--- config.mk ---
export PLATFORM = sky130hd
export DESIGN_NAME = rgb_to_hsv_converter_top
export DESIGN_NICKNAME = d
export VERILOG_FILES = /design/src/rtl/core/rhc_pkg.sv /design/src/rtl/core/rhc_ctrl.sv /design/src/rtl/core/rhc_front.sv /design/src/rtl/core/rhc_div.sv /design/src/rtl/core/rgb_to_hsv_converter_top.sv
export SDC_FILE = /design/constraint.sdc
export NUM_CORES = 2
export LEC_CHECK = 0
export ABC_AREA = 1
export BUFFER_PORTS_ARGS = -buffer_cell sky130_fd_sc_hd__buf_4
export CAP_MARGIN = 20
export CELL_PAD_IN_SITES_DETAIL_PLACEMENT = 1
export CELL_PAD_IN_SITES_GLOBAL_PLACEMENT = 2
export CORE_UTILIZATION = 40
export DETAILED_ROUTE_END_ITERATION = 7
export PLACE_DENSITY = 0.78
export SYNTH_ARGS = -nofsm -noshare
export SYNTH_HDL_FRONTEND = slang
export SYNTH_SLANG_ARGS = --single-unit
--- constraint.sdc ---
create_clock -name clock -period 58.5 [get_ports clock]
set_input_delay 11.7 -clock clock [delete_from_list [all_inputs] [get_ports clock]]
set_output_delay 11.7 -clock clock [all_outputs]
set_load 0.005 [all_outputs]
--- src/rtl/core/rhc_pkg.sv ---
package rhc_pkg;

   // Port widths of the pixel and result fields.
   localparam int IN_W  = 8;
   localparam int HUE_W = 15;
   localparam int SAT_W = 8;
   localparam int BRI_W = 8;

   // Internal channel width and hue fraction bits.
   localparam int CHANNEL_BITS  = 8;
   localparam int HUE_FRAC_BITS = 6;

   localparam longint unsigned CH_MAX   = (64'd1 << CHANNEL_BITS) - 64'd1;
   localparam longint unsigned HUE_UNIT = 64'd60 << HUE_FRAC_BITS;
   localparam longint unsigned HUE_FULL = 64'd360 << HUE_FRAC_BITS;

   // The sector base is below six times the largest delta.
   localparam int BASE_W = $clog2(6 * CH_MAX);
   // The rounded hue numerator is the widest dividend.
   localparam int NUM_W  = $clog2((2 * HUE_FULL + 1) * CH_MAX + 1);
   // Divisors are twice a channel value.
   localparam int DEN_W  = CHANNEL_BITS + 1;
   localparam int HQ_W   = $clog2(HUE_FULL + 1);
   localparam int QUO_W  = (HQ_W > CHANNEL_BITS) ? HQ_W : CHANNEL_BITS;

   // Front stages, then one divider stage per quotient bit.
   localparam int PIPE_STAGES = QUO_W + 2;

   typedef logic [CHANNEL_BITS-1:0] chan_type;

   typedef struct packed {
      logic [NUM_W-1:0] num;
      logic [DEN_W-1:0] den;
   } div_lane_type;

   typedef struct packed {
      logic [DEN_W-1:0] rem;
      logic [QUO_W-1:0] nq;
      logic [DEN_W-1:0] den;
   } div_part_type;

   typedef struct packed {
      logic     grey;
      chan_type bright;
   } side_type;

   typedef struct packed {
      logic adv;
      logic take_new;
      logic take_skid;
      logic fill_skid;
   } ctrl_type;

endpackage

--- src/rtl/core/rhc_ctrl.sv ---
module rhc_ctrl (
   input  logic              clock,
   input  logic              reset,
   input  logic              req_valid,
   output logic              req_stall,
   output logic              rsp_valid,
   input  logic              rsp_stall,
   output rhc_pkg::ctrl_type ctrl
);

   logic [rhc_pkg::PIPE_STAGES-1:0] valid_ff, valid_in;
   logic rsp_valid_ff, rsp_valid_in;
   logic skid_valid_ff, skid_valid_in;
   logic out_free, arrive;

   always_comb begin
      out_free       = !rsp_valid_ff || !rsp_stall;
      ctrl.adv       = !skid_valid_ff;
      arrive         = ctrl.adv && valid_ff[rhc_pkg::PIPE_STAGES-1];
      ctrl.take_skid = out_free && skid_valid_ff;
      ctrl.take_new  = out_free && !skid_valid_ff && arrive;
      ctrl.fill_skid = !out_free && arrive;

      rsp_valid_in  = out_free ? (skid_valid_ff || arrive) : 1'b1;
      skid_valid_in = skid_valid_ff ? !out_free : ctrl.fill_skid;

      if (ctrl.adv) begin
         valid_in = {valid_ff[rhc_pkg::PIPE_STAGES-2:0], req_valid};
      end else begin
         valid_in = valid_ff;
      end
   end

   always_ff @(posedge clock) begin
      if (reset) begin
         valid_ff      <= '0;
         rsp_valid_ff  <= 1'b0;
         skid_valid_ff <= 1'b0;
      end else begin
         valid_ff      <= valid_in;
         rsp_valid_ff  <= rsp_valid_in;
         skid_valid_ff <= skid_valid_in;
      end
   end

   assign req_stall = skid_valid_ff;
   assign rsp_valid = rsp_valid_ff;

endmodule

--- src/rtl/core/rhc_front.sv ---
module rhc_front (
   input  logic                  clock,
   input  logic                  adv,
   input  rhc_pkg::chan_type     red,
   input  rhc_pkg::chan_type     green,
   input  rhc_pkg::chan_type     blue,
   output rhc_pkg::div_lane_type hue_lane,
   output rhc_pkg::div_lane_type sat_lane,
   output rhc_pkg::side_type     side
);

   localparam int BW = rhc_pkg::BASE_W;
   localparam int NW = rhc_pkg::NUM_W;

   rhc_pkg::chan_type mx, mn, delta;
   logic [BW-1:0] base;
   logic [BW-1:0] r_w, g_w, b_w, d_w;

   logic [BW-1:0] base_ff;
   rhc_pkg::chan_type delta_ff, max_ff;

   rhc_pkg::div_lane_type hue_lane_in, sat_lane_in, hue_lane_ff, sat_lane_ff;
   rhc_pkg::side_type side_in, side_ff;

   // First stage: extremes and the sector base.
   always_comb begin
      mx = red;
      mn = red;
      if (green > mx) mx = green;
      if (blue > mx) mx = blue;
      if (green < mn) mn = green;
      if (blue < mn) mn = blue;
      delta = mx - mn;

      r_w = BW'(red);
      g_w = BW'(green);
      b_w = BW'(blue);
      d_w = BW'(delta);

      if (red == mx) begin
         if (green >= blue) begin
            base = g_w - b_w;
         end else begin
            base = (d_w << 2) + (d_w << 1) - (b_w - g_w);
         end
      end else if (green == mx) begin
         base = (d_w << 1) + b_w - r_w;
      end else begin
         base = (d_w << 2) + r_w - g_w;
      end
   end

   always_ff @(posedge clock) begin
      if (adv) begin
         base_ff  <= base;
         delta_ff <= delta;
         max_ff   <= mx;
      end
   end

   // Second stage: rounded dividends and doubled divisors.
   always_comb begin
      hue_lane_in.num = NW'(2 * rhc_pkg::HUE_UNIT) * NW'(base_ff) + NW'(delta_ff);
      hue_lane_in.den = {delta_ff, 1'b0};
      sat_lane_in.num = NW'(2 * rhc_pkg::CH_MAX) * NW'(delta_ff) + NW'(max_ff);
      sat_lane_in.den = {max_ff, 1'b0};
      side_in.grey    = (delta_ff == '0);
      side_in.bright  = max_ff;
   end

   always_ff @(posedge clock) begin
      if (adv) begin
         hue_lane_ff <= hue_lane_in;
         sat_lane_ff <= sat_lane_in;
         side_ff     <= side_in;
      end
   end

   assign hue_lane = hue_lane_ff;
   assign sat_lane = sat_lane_ff;
   assign side     = side_ff;

endmodule

--- src/rtl/core/rhc_div.sv ---
module rhc_div (
   input  logic                         clock,
   input  logic                         adv,
   input  rhc_pkg::div_lane_type        hue_in,
   input  rhc_pkg::div_lane_type        sat_in,
   input  rhc_pkg::side_type            side_in,
   output logic [rhc_pkg::QUO_W-1:0]    hue_quo,
   output logic [rhc_pkg::QUO_W-1:0]    sat_quo,
   output rhc_pkg::side_type            side_out
);

   localparam int QW = rhc_pkg::QUO_W;
   localparam int DW = rhc_pkg::DEN_W;

   // The top dividend bits start as the partial remainder; they stay below
   // the divisor because every quotient fits in QW bits.
   function automatic rhc_pkg::div_part_type div_start(rhc_pkg::div_lane_type l);
      rhc_pkg::div_part_type p;
      p.rem = DW'(l.num >> QW);
      p.nq  = l.num[QW-1:0];
      p.den = l.den;
      return p;
   endfunction

   // One restoring step: bring down a dividend bit, shift in a quotient bit.
   function automatic rhc_pkg::div_part_type div_step(rhc_pkg::div_part_type p);
      logic [DW:0] t;
      logic ge;
      rhc_pkg::div_part_type r;
      t     = {p.rem, p.nq[QW-1]};
      ge    = (t >= {1'b0, p.den});
      r.den = p.den;
      r.rem = ge ? DW'(t - {1'b0, p.den}) : DW'(t);
      r.nq  = {p.nq[QW-2:0], ge};
      return r;
   endfunction

   rhc_pkg::div_part_type hue_ff [QW];
   rhc_pkg::div_part_type sat_ff [QW];
   rhc_pkg::side_type     side_ff [QW];

   for (genvar s = 0; s < QW; s++) begin : g_stage
      if (s == 0) begin : g_first
         always_ff @(posedge clock) begin
            if (adv) begin
               hue_ff[s]  <= div_step(div_start(hue_in));
               sat_ff[s]  <= div_step(div_start(sat_in));
               side_ff[s] <= side_in;
            end
         end
      end else begin : g_next
         always_ff @(posedge clock) begin
            if (adv) begin
               hue_ff[s]  <= div_step(hue_ff[s-1]);
               sat_ff[s]  <= div_step(sat_ff[s-1]);
               side_ff[s] <= side_ff[s-1];
            end
         end
      end
   end

   assign hue_quo  = hue_ff[QW-1].nq;
   assign sat_quo  = sat_ff[QW-1].nq;
   assign side_out = side_ff[QW-1];

endmodule

--- src/rtl/core/rgb_to_hsv_converter_top.sv ---
// RGB to HSV converter, one pixel item per clock while rsp_stall is low.
// Stages: two front stages, one divider stage per quotient bit (15 bits), and
// the output register. Throughput: one item per cycle while rsp_stall is low;
// the rate is set by the pipelined divider lanes.
// Reset (synchronous, active high) clears all valid bits; payload is not reset.

module rgb_to_hsv_converter_top (
   input  logic                       clock,
   input  logic                       reset,
   input  logic                       req_valid,
   output logic                       req_stall,
   input  logic [rhc_pkg::IN_W-1:0]   req_red,
   input  logic [rhc_pkg::IN_W-1:0]   req_green,
   input  logic [rhc_pkg::IN_W-1:0]   req_blue,
   output logic                       rsp_valid,
   input  logic                       rsp_stall,
   output logic [rhc_pkg::HUE_W-1:0]  rsp_hue,
   output logic [rhc_pkg::SAT_W-1:0]  rsp_saturation,
   output logic [rhc_pkg::BRI_W-1:0]  rsp_brightness
);

   localparam int QW = rhc_pkg::QUO_W;

   // The whole pipeline moves on one advance signal. The output register is
   // backed by a one-item skid register, so a stalled result still lets the
   // pipeline take one more step; req_stall comes straight from a flop.
   rhc_pkg::ctrl_type ctrl;

   rhc_pkg::div_lane_type hue_lane, sat_lane;
   rhc_pkg::side_type side_mid, side_end;
   logic [QW-1:0] hue_quo, sat_quo, hue_wrap;

   logic [rhc_pkg::HUE_W-1:0] hue_res, rsp_hue_ff, skid_hue_ff;
   logic [rhc_pkg::SAT_W-1:0] sat_res, rsp_sat_ff, skid_sat_ff;
   logic [rhc_pkg::BRI_W-1:0] bri_res, rsp_bri_ff, skid_bri_ff;

   rhc_ctrl u_ctrl (
      .clock     (clock),
      .reset     (reset),
      .req_valid (req_valid),
      .req_stall (req_stall),
      .rsp_valid (rsp_valid),
      .rsp_stall (rsp_stall),
      .ctrl      (ctrl)
   );

   // Front: max, min, delta and the sector base, then the rounded dividends.
   rhc_front u_front (
      .clock    (clock),
      .adv      (ctrl.adv),
      .red      (rhc_pkg::CHANNEL_BITS'(req_red)),
      .green    (rhc_pkg::CHANNEL_BITS'(req_green)),
      .blue     (rhc_pkg::CHANNEL_BITS'(req_blue)),
      .hue_lane (hue_lane),
      .sat_lane (sat_lane),
      .side     (side_mid)
   );

   // Two restoring divider lanes run side by side, one quotient bit a stage.
   rhc_div u_div (
      .clock    (clock),
      .adv      (ctrl.adv),
      .hue_in   (hue_lane),
      .sat_in   (sat_lane),
      .side_in  (side_mid),
      .hue_quo  (hue_quo),
      .sat_quo  (sat_quo),
      .side_out (side_end)
   );

   // A hue that rounds up to a full turn wraps to zero. A grey pixel divided
   // by zero in the hue lane, so its hue and saturation are forced to zero.
   always_comb begin
      if (hue_quo >= QW'(rhc_pkg::HUE_FULL)) begin
         hue_wrap = hue_quo - QW'(rhc_pkg::HUE_FULL);
      end else begin
         hue_wrap = hue_quo;
      end
      if (side_end.grey) begin
         hue_res = '0;
         sat_res = '0;
      end else begin
         hue_res = rhc_pkg::HUE_W'(hue_wrap);
         sat_res = rhc_pkg::SAT_W'(sat_quo);
      end
      bri_res = rhc_pkg::BRI_W'(side_end.bright);
   end

   // Output and skid registers.
   always_ff @(posedge clock) begin
      if (ctrl.take_skid) begin
         rsp_hue_ff <= skid_hue_ff;
         rsp_sat_ff <= skid_sat_ff;
         rsp_bri_ff <= skid_bri_ff;
      end else if (ctrl.take_new) begin
         rsp_hue_ff <= hue_res;
         rsp_sat_ff <= sat_res;
         rsp_bri_ff <= bri_res;
      end
      if (ctrl.fill_skid) begin
         skid_hue_ff <= hue_res;
         skid_sat_ff <= sat_res;
         skid_bri_ff <= bri_res;
      end
   end

   assign rsp_hue        = rsp_hue_ff;
   assign rsp_saturation = rsp_sat_ff;
   assign rsp_brightness = rsp_bri_ff;

endmodule

==> flow_summary.ini <==
[outcome]
status = finished clean

[clock_network]
ctsResizeCount = 0
post_cts_buffers = 0
cts-root-buf = clkbuf_16
cts_hold_buf = 0
clk_path_buf_depth = 3
clkTransAtPathRegs_ns = 0.06
tritoncts = yes
numCtsBuffers = 97
cts-htree-levels = 3
clk_latency_ns = 0.69
clock_sinks = 910

[yosys]
synth-edff-count = 891
ys_ff_latch = 910
ys_types = 47
syn_area_per_cell_um2 = 11.77
async_reset_ff_share_pct = 0
synth_area_um2 = 46170
ys_warn_count = 0
syn-num-nets = 4422
syn_inst = 3922
ys_seq_area_share_pct = 58.77
synth-main-ff-cell = edfxtp_1

[floorplan]
fp.dieW_um = 341.8
dieArea_um2 = 116800
initial_core_util_pct = 40.38
rows = 124
ios = 61
die_y_um = 341.8
coreArea_um2 = 114300

[layout]
area_delta_synth_final_pct = 12.09
final_util_pct = 45.27
final_area_um2 = 51760
final_common_cell = edfxtp_1
antenna_cells = 0
nets = 4536
drive_gt1_share_pct = 6.851
final_cell_mix = 891 x edfxtp_1, 560 x inv_1, 429 x a21oi_1

[global_route]
antenna_found_initial = 0
grt_max_degree = 168
gr-usage-all-layers_pct = 16.29
grt.overflow.total = 0
grt_pass1_wl_mm = 152.4
grt_pass1_vias = 30180

[sta]
post-route-period-util_pct = 31.72
finalSetupTns_ns = 0
setup_violations = 0
tightest_slew_ns = 1.002
rsz0062_at_grt = false
slew_headroom_pct = 33.20
hold_violations = 0
finalCriticalPeriod_ns = 18.56
final-max-slew-violation-count = 0
clock_skew_ns = 0.03382
fmax_mhz = 53.89

[place]
io_buffers = 60
gp_congestion = 0.8524
placed_cell_area_um2 = 48410
dpl.hpwl_mm = 68.27

[worst_setup_path]
end_kind = flop
cp_data_arrival_time_ns = 18.98
required_ns = 58.92
cp_max_fo = 20
cpPeakStageDelay_ns = 0.76
critPathSlowestCell = xor2_1
worstSetupPathType = in2reg
start_kind = primary input
r2r_slack_ns = 53.15
critPathMostFrequentCell = nand2_1

[drt]
wl_per_cell_um = 16.60
totalWireLength_mm = 93.43
vias = 27680
drt_iter0_drc = 1082
ant_nets = 0
drc = 0
vias_per_cell = 4.918
firstDrtPassIters = 5

[hold_path]
hold_class = reg2reg

[run]
cap_violations = 0
[metrics by stage]
stage	setup slack (ns)	instances	hold slack [ns]
after floorplan	32.46	3922	0.4003
after detailed placement	39.29	5448	0.4052
final	39.94	5628	0.4059
after CTS	40.00	5627	0.3963
after global routing	39.18	5628	0.4012
after global placement	39.34	5448	0.4003
[registers in the layout, summed over array words and instances, names as in the netlist, 8 cells and up]
signal and count:
u_front.delta_ff 8, u_div.side_ff 135, u_front.max_ff 8, rsp_hue 15
u_div.hue_ff 365, u_div.sat_ff 253, rsp_brightness 8, u_front.side 9
skid_bri_ff 8, skid_sat_ff 8, u_front.hue_lane 23, rsp_saturation 8
u_front.base_ff 11, u_ctrl.valid_ff 17, skid_hue_ff 15, u_front.sat_lane 17
[critical path: cells and delay by family]
kind	cells	cell delay, ns
AOI/OAI and AO/OA	10	1.99
xor gates and xnor gates	2	0.91
buffers and inverters	7	0.66
adders and majority gates	5	1.84
and+or+nand+nor	18	1.87
[layer usage]
metal	wire length, µm	global-route usage (%)	share of wire [%]
met2	50820	31.47	54
met4	2975	6.222	3.2
met5	0	0	0
met1	37010	17.69	40
met3	2623	2.344	2.8
[synthesized netlist by cell type (4+ instances only)]
master    count  share of area, %
nor3_1       34              0.37
a21oi_1     430               4.7
dfxtp_1      19              0.82
or2_2         7             0.095
inv_2         4             0.033
nand2_2      12              0.16
ha_1        379                10
xor2_1      171               3.2
mux2_2       31              0.76
nor2_1      388               3.2
nor4_1       18              0.24
nand2_1     413               3.4
o211ai_1     30              0.49
o21ai_2       6              0.11
nand4_1      11              0.15
xnor2_1      74               1.4
nand3_1      79              0.86
inv_1       560               4.6
a211oi_1     21              0.34
fa_1         93               4.0
o21bai_1     19              0.31
clkbuf_1     45              0.37
edfxtp_1    891                58
a31oi_1       8              0.11
o21ai_0     141               1.5
buf_1         4             0.033
[kinds of logic (layout without fill, tap and decap cells)]
group	Yosys count	after routing	synth area share, %
buffers and inverters	620	814	5.097
flip-flops	910	910	58.77
AO/OA/AOI/OAI	671	671	7.834
AND/OR/NAND/NOR	973	973	8.595
multiplexers	31	31	0.7560
XOR/XNOR	245	245	4.647
adder cells (fa/ha/maj)	472	472	14.30
[final cells by class]
type                            count  area, µm²
Clock buffer                      117       2566
Clock inverter                     62      762.0
Fill cell                       12050      62590
Inverter                          565       2128
Multi-Input combinational cell   2392      16700
Sequential cell                   910      27140
Tap cell                         1512       1892
Timing Repair Buffer               70      575.6
[path summary, 6_finish.rpt]
kind	startpoint	endpoint	depth (start not counted)
worst max register to register	u_front.delta_ff[6]	u_front.sat_lane[25]	20
worst min register to register	u_div.sat_ff[0][83]	u_div.sat_ff[0][117]	0
worst min-delay path	u_div.sat_ff[0][83]	u_div.sat_ff[0][117]	0
worst max-delay path	req_red[1]	u_front.base_ff[10]	42
Power is left out: the tool's default activity adds up to more than one toggle a clock period on the data nets, which glitch-free logic cannot reach.
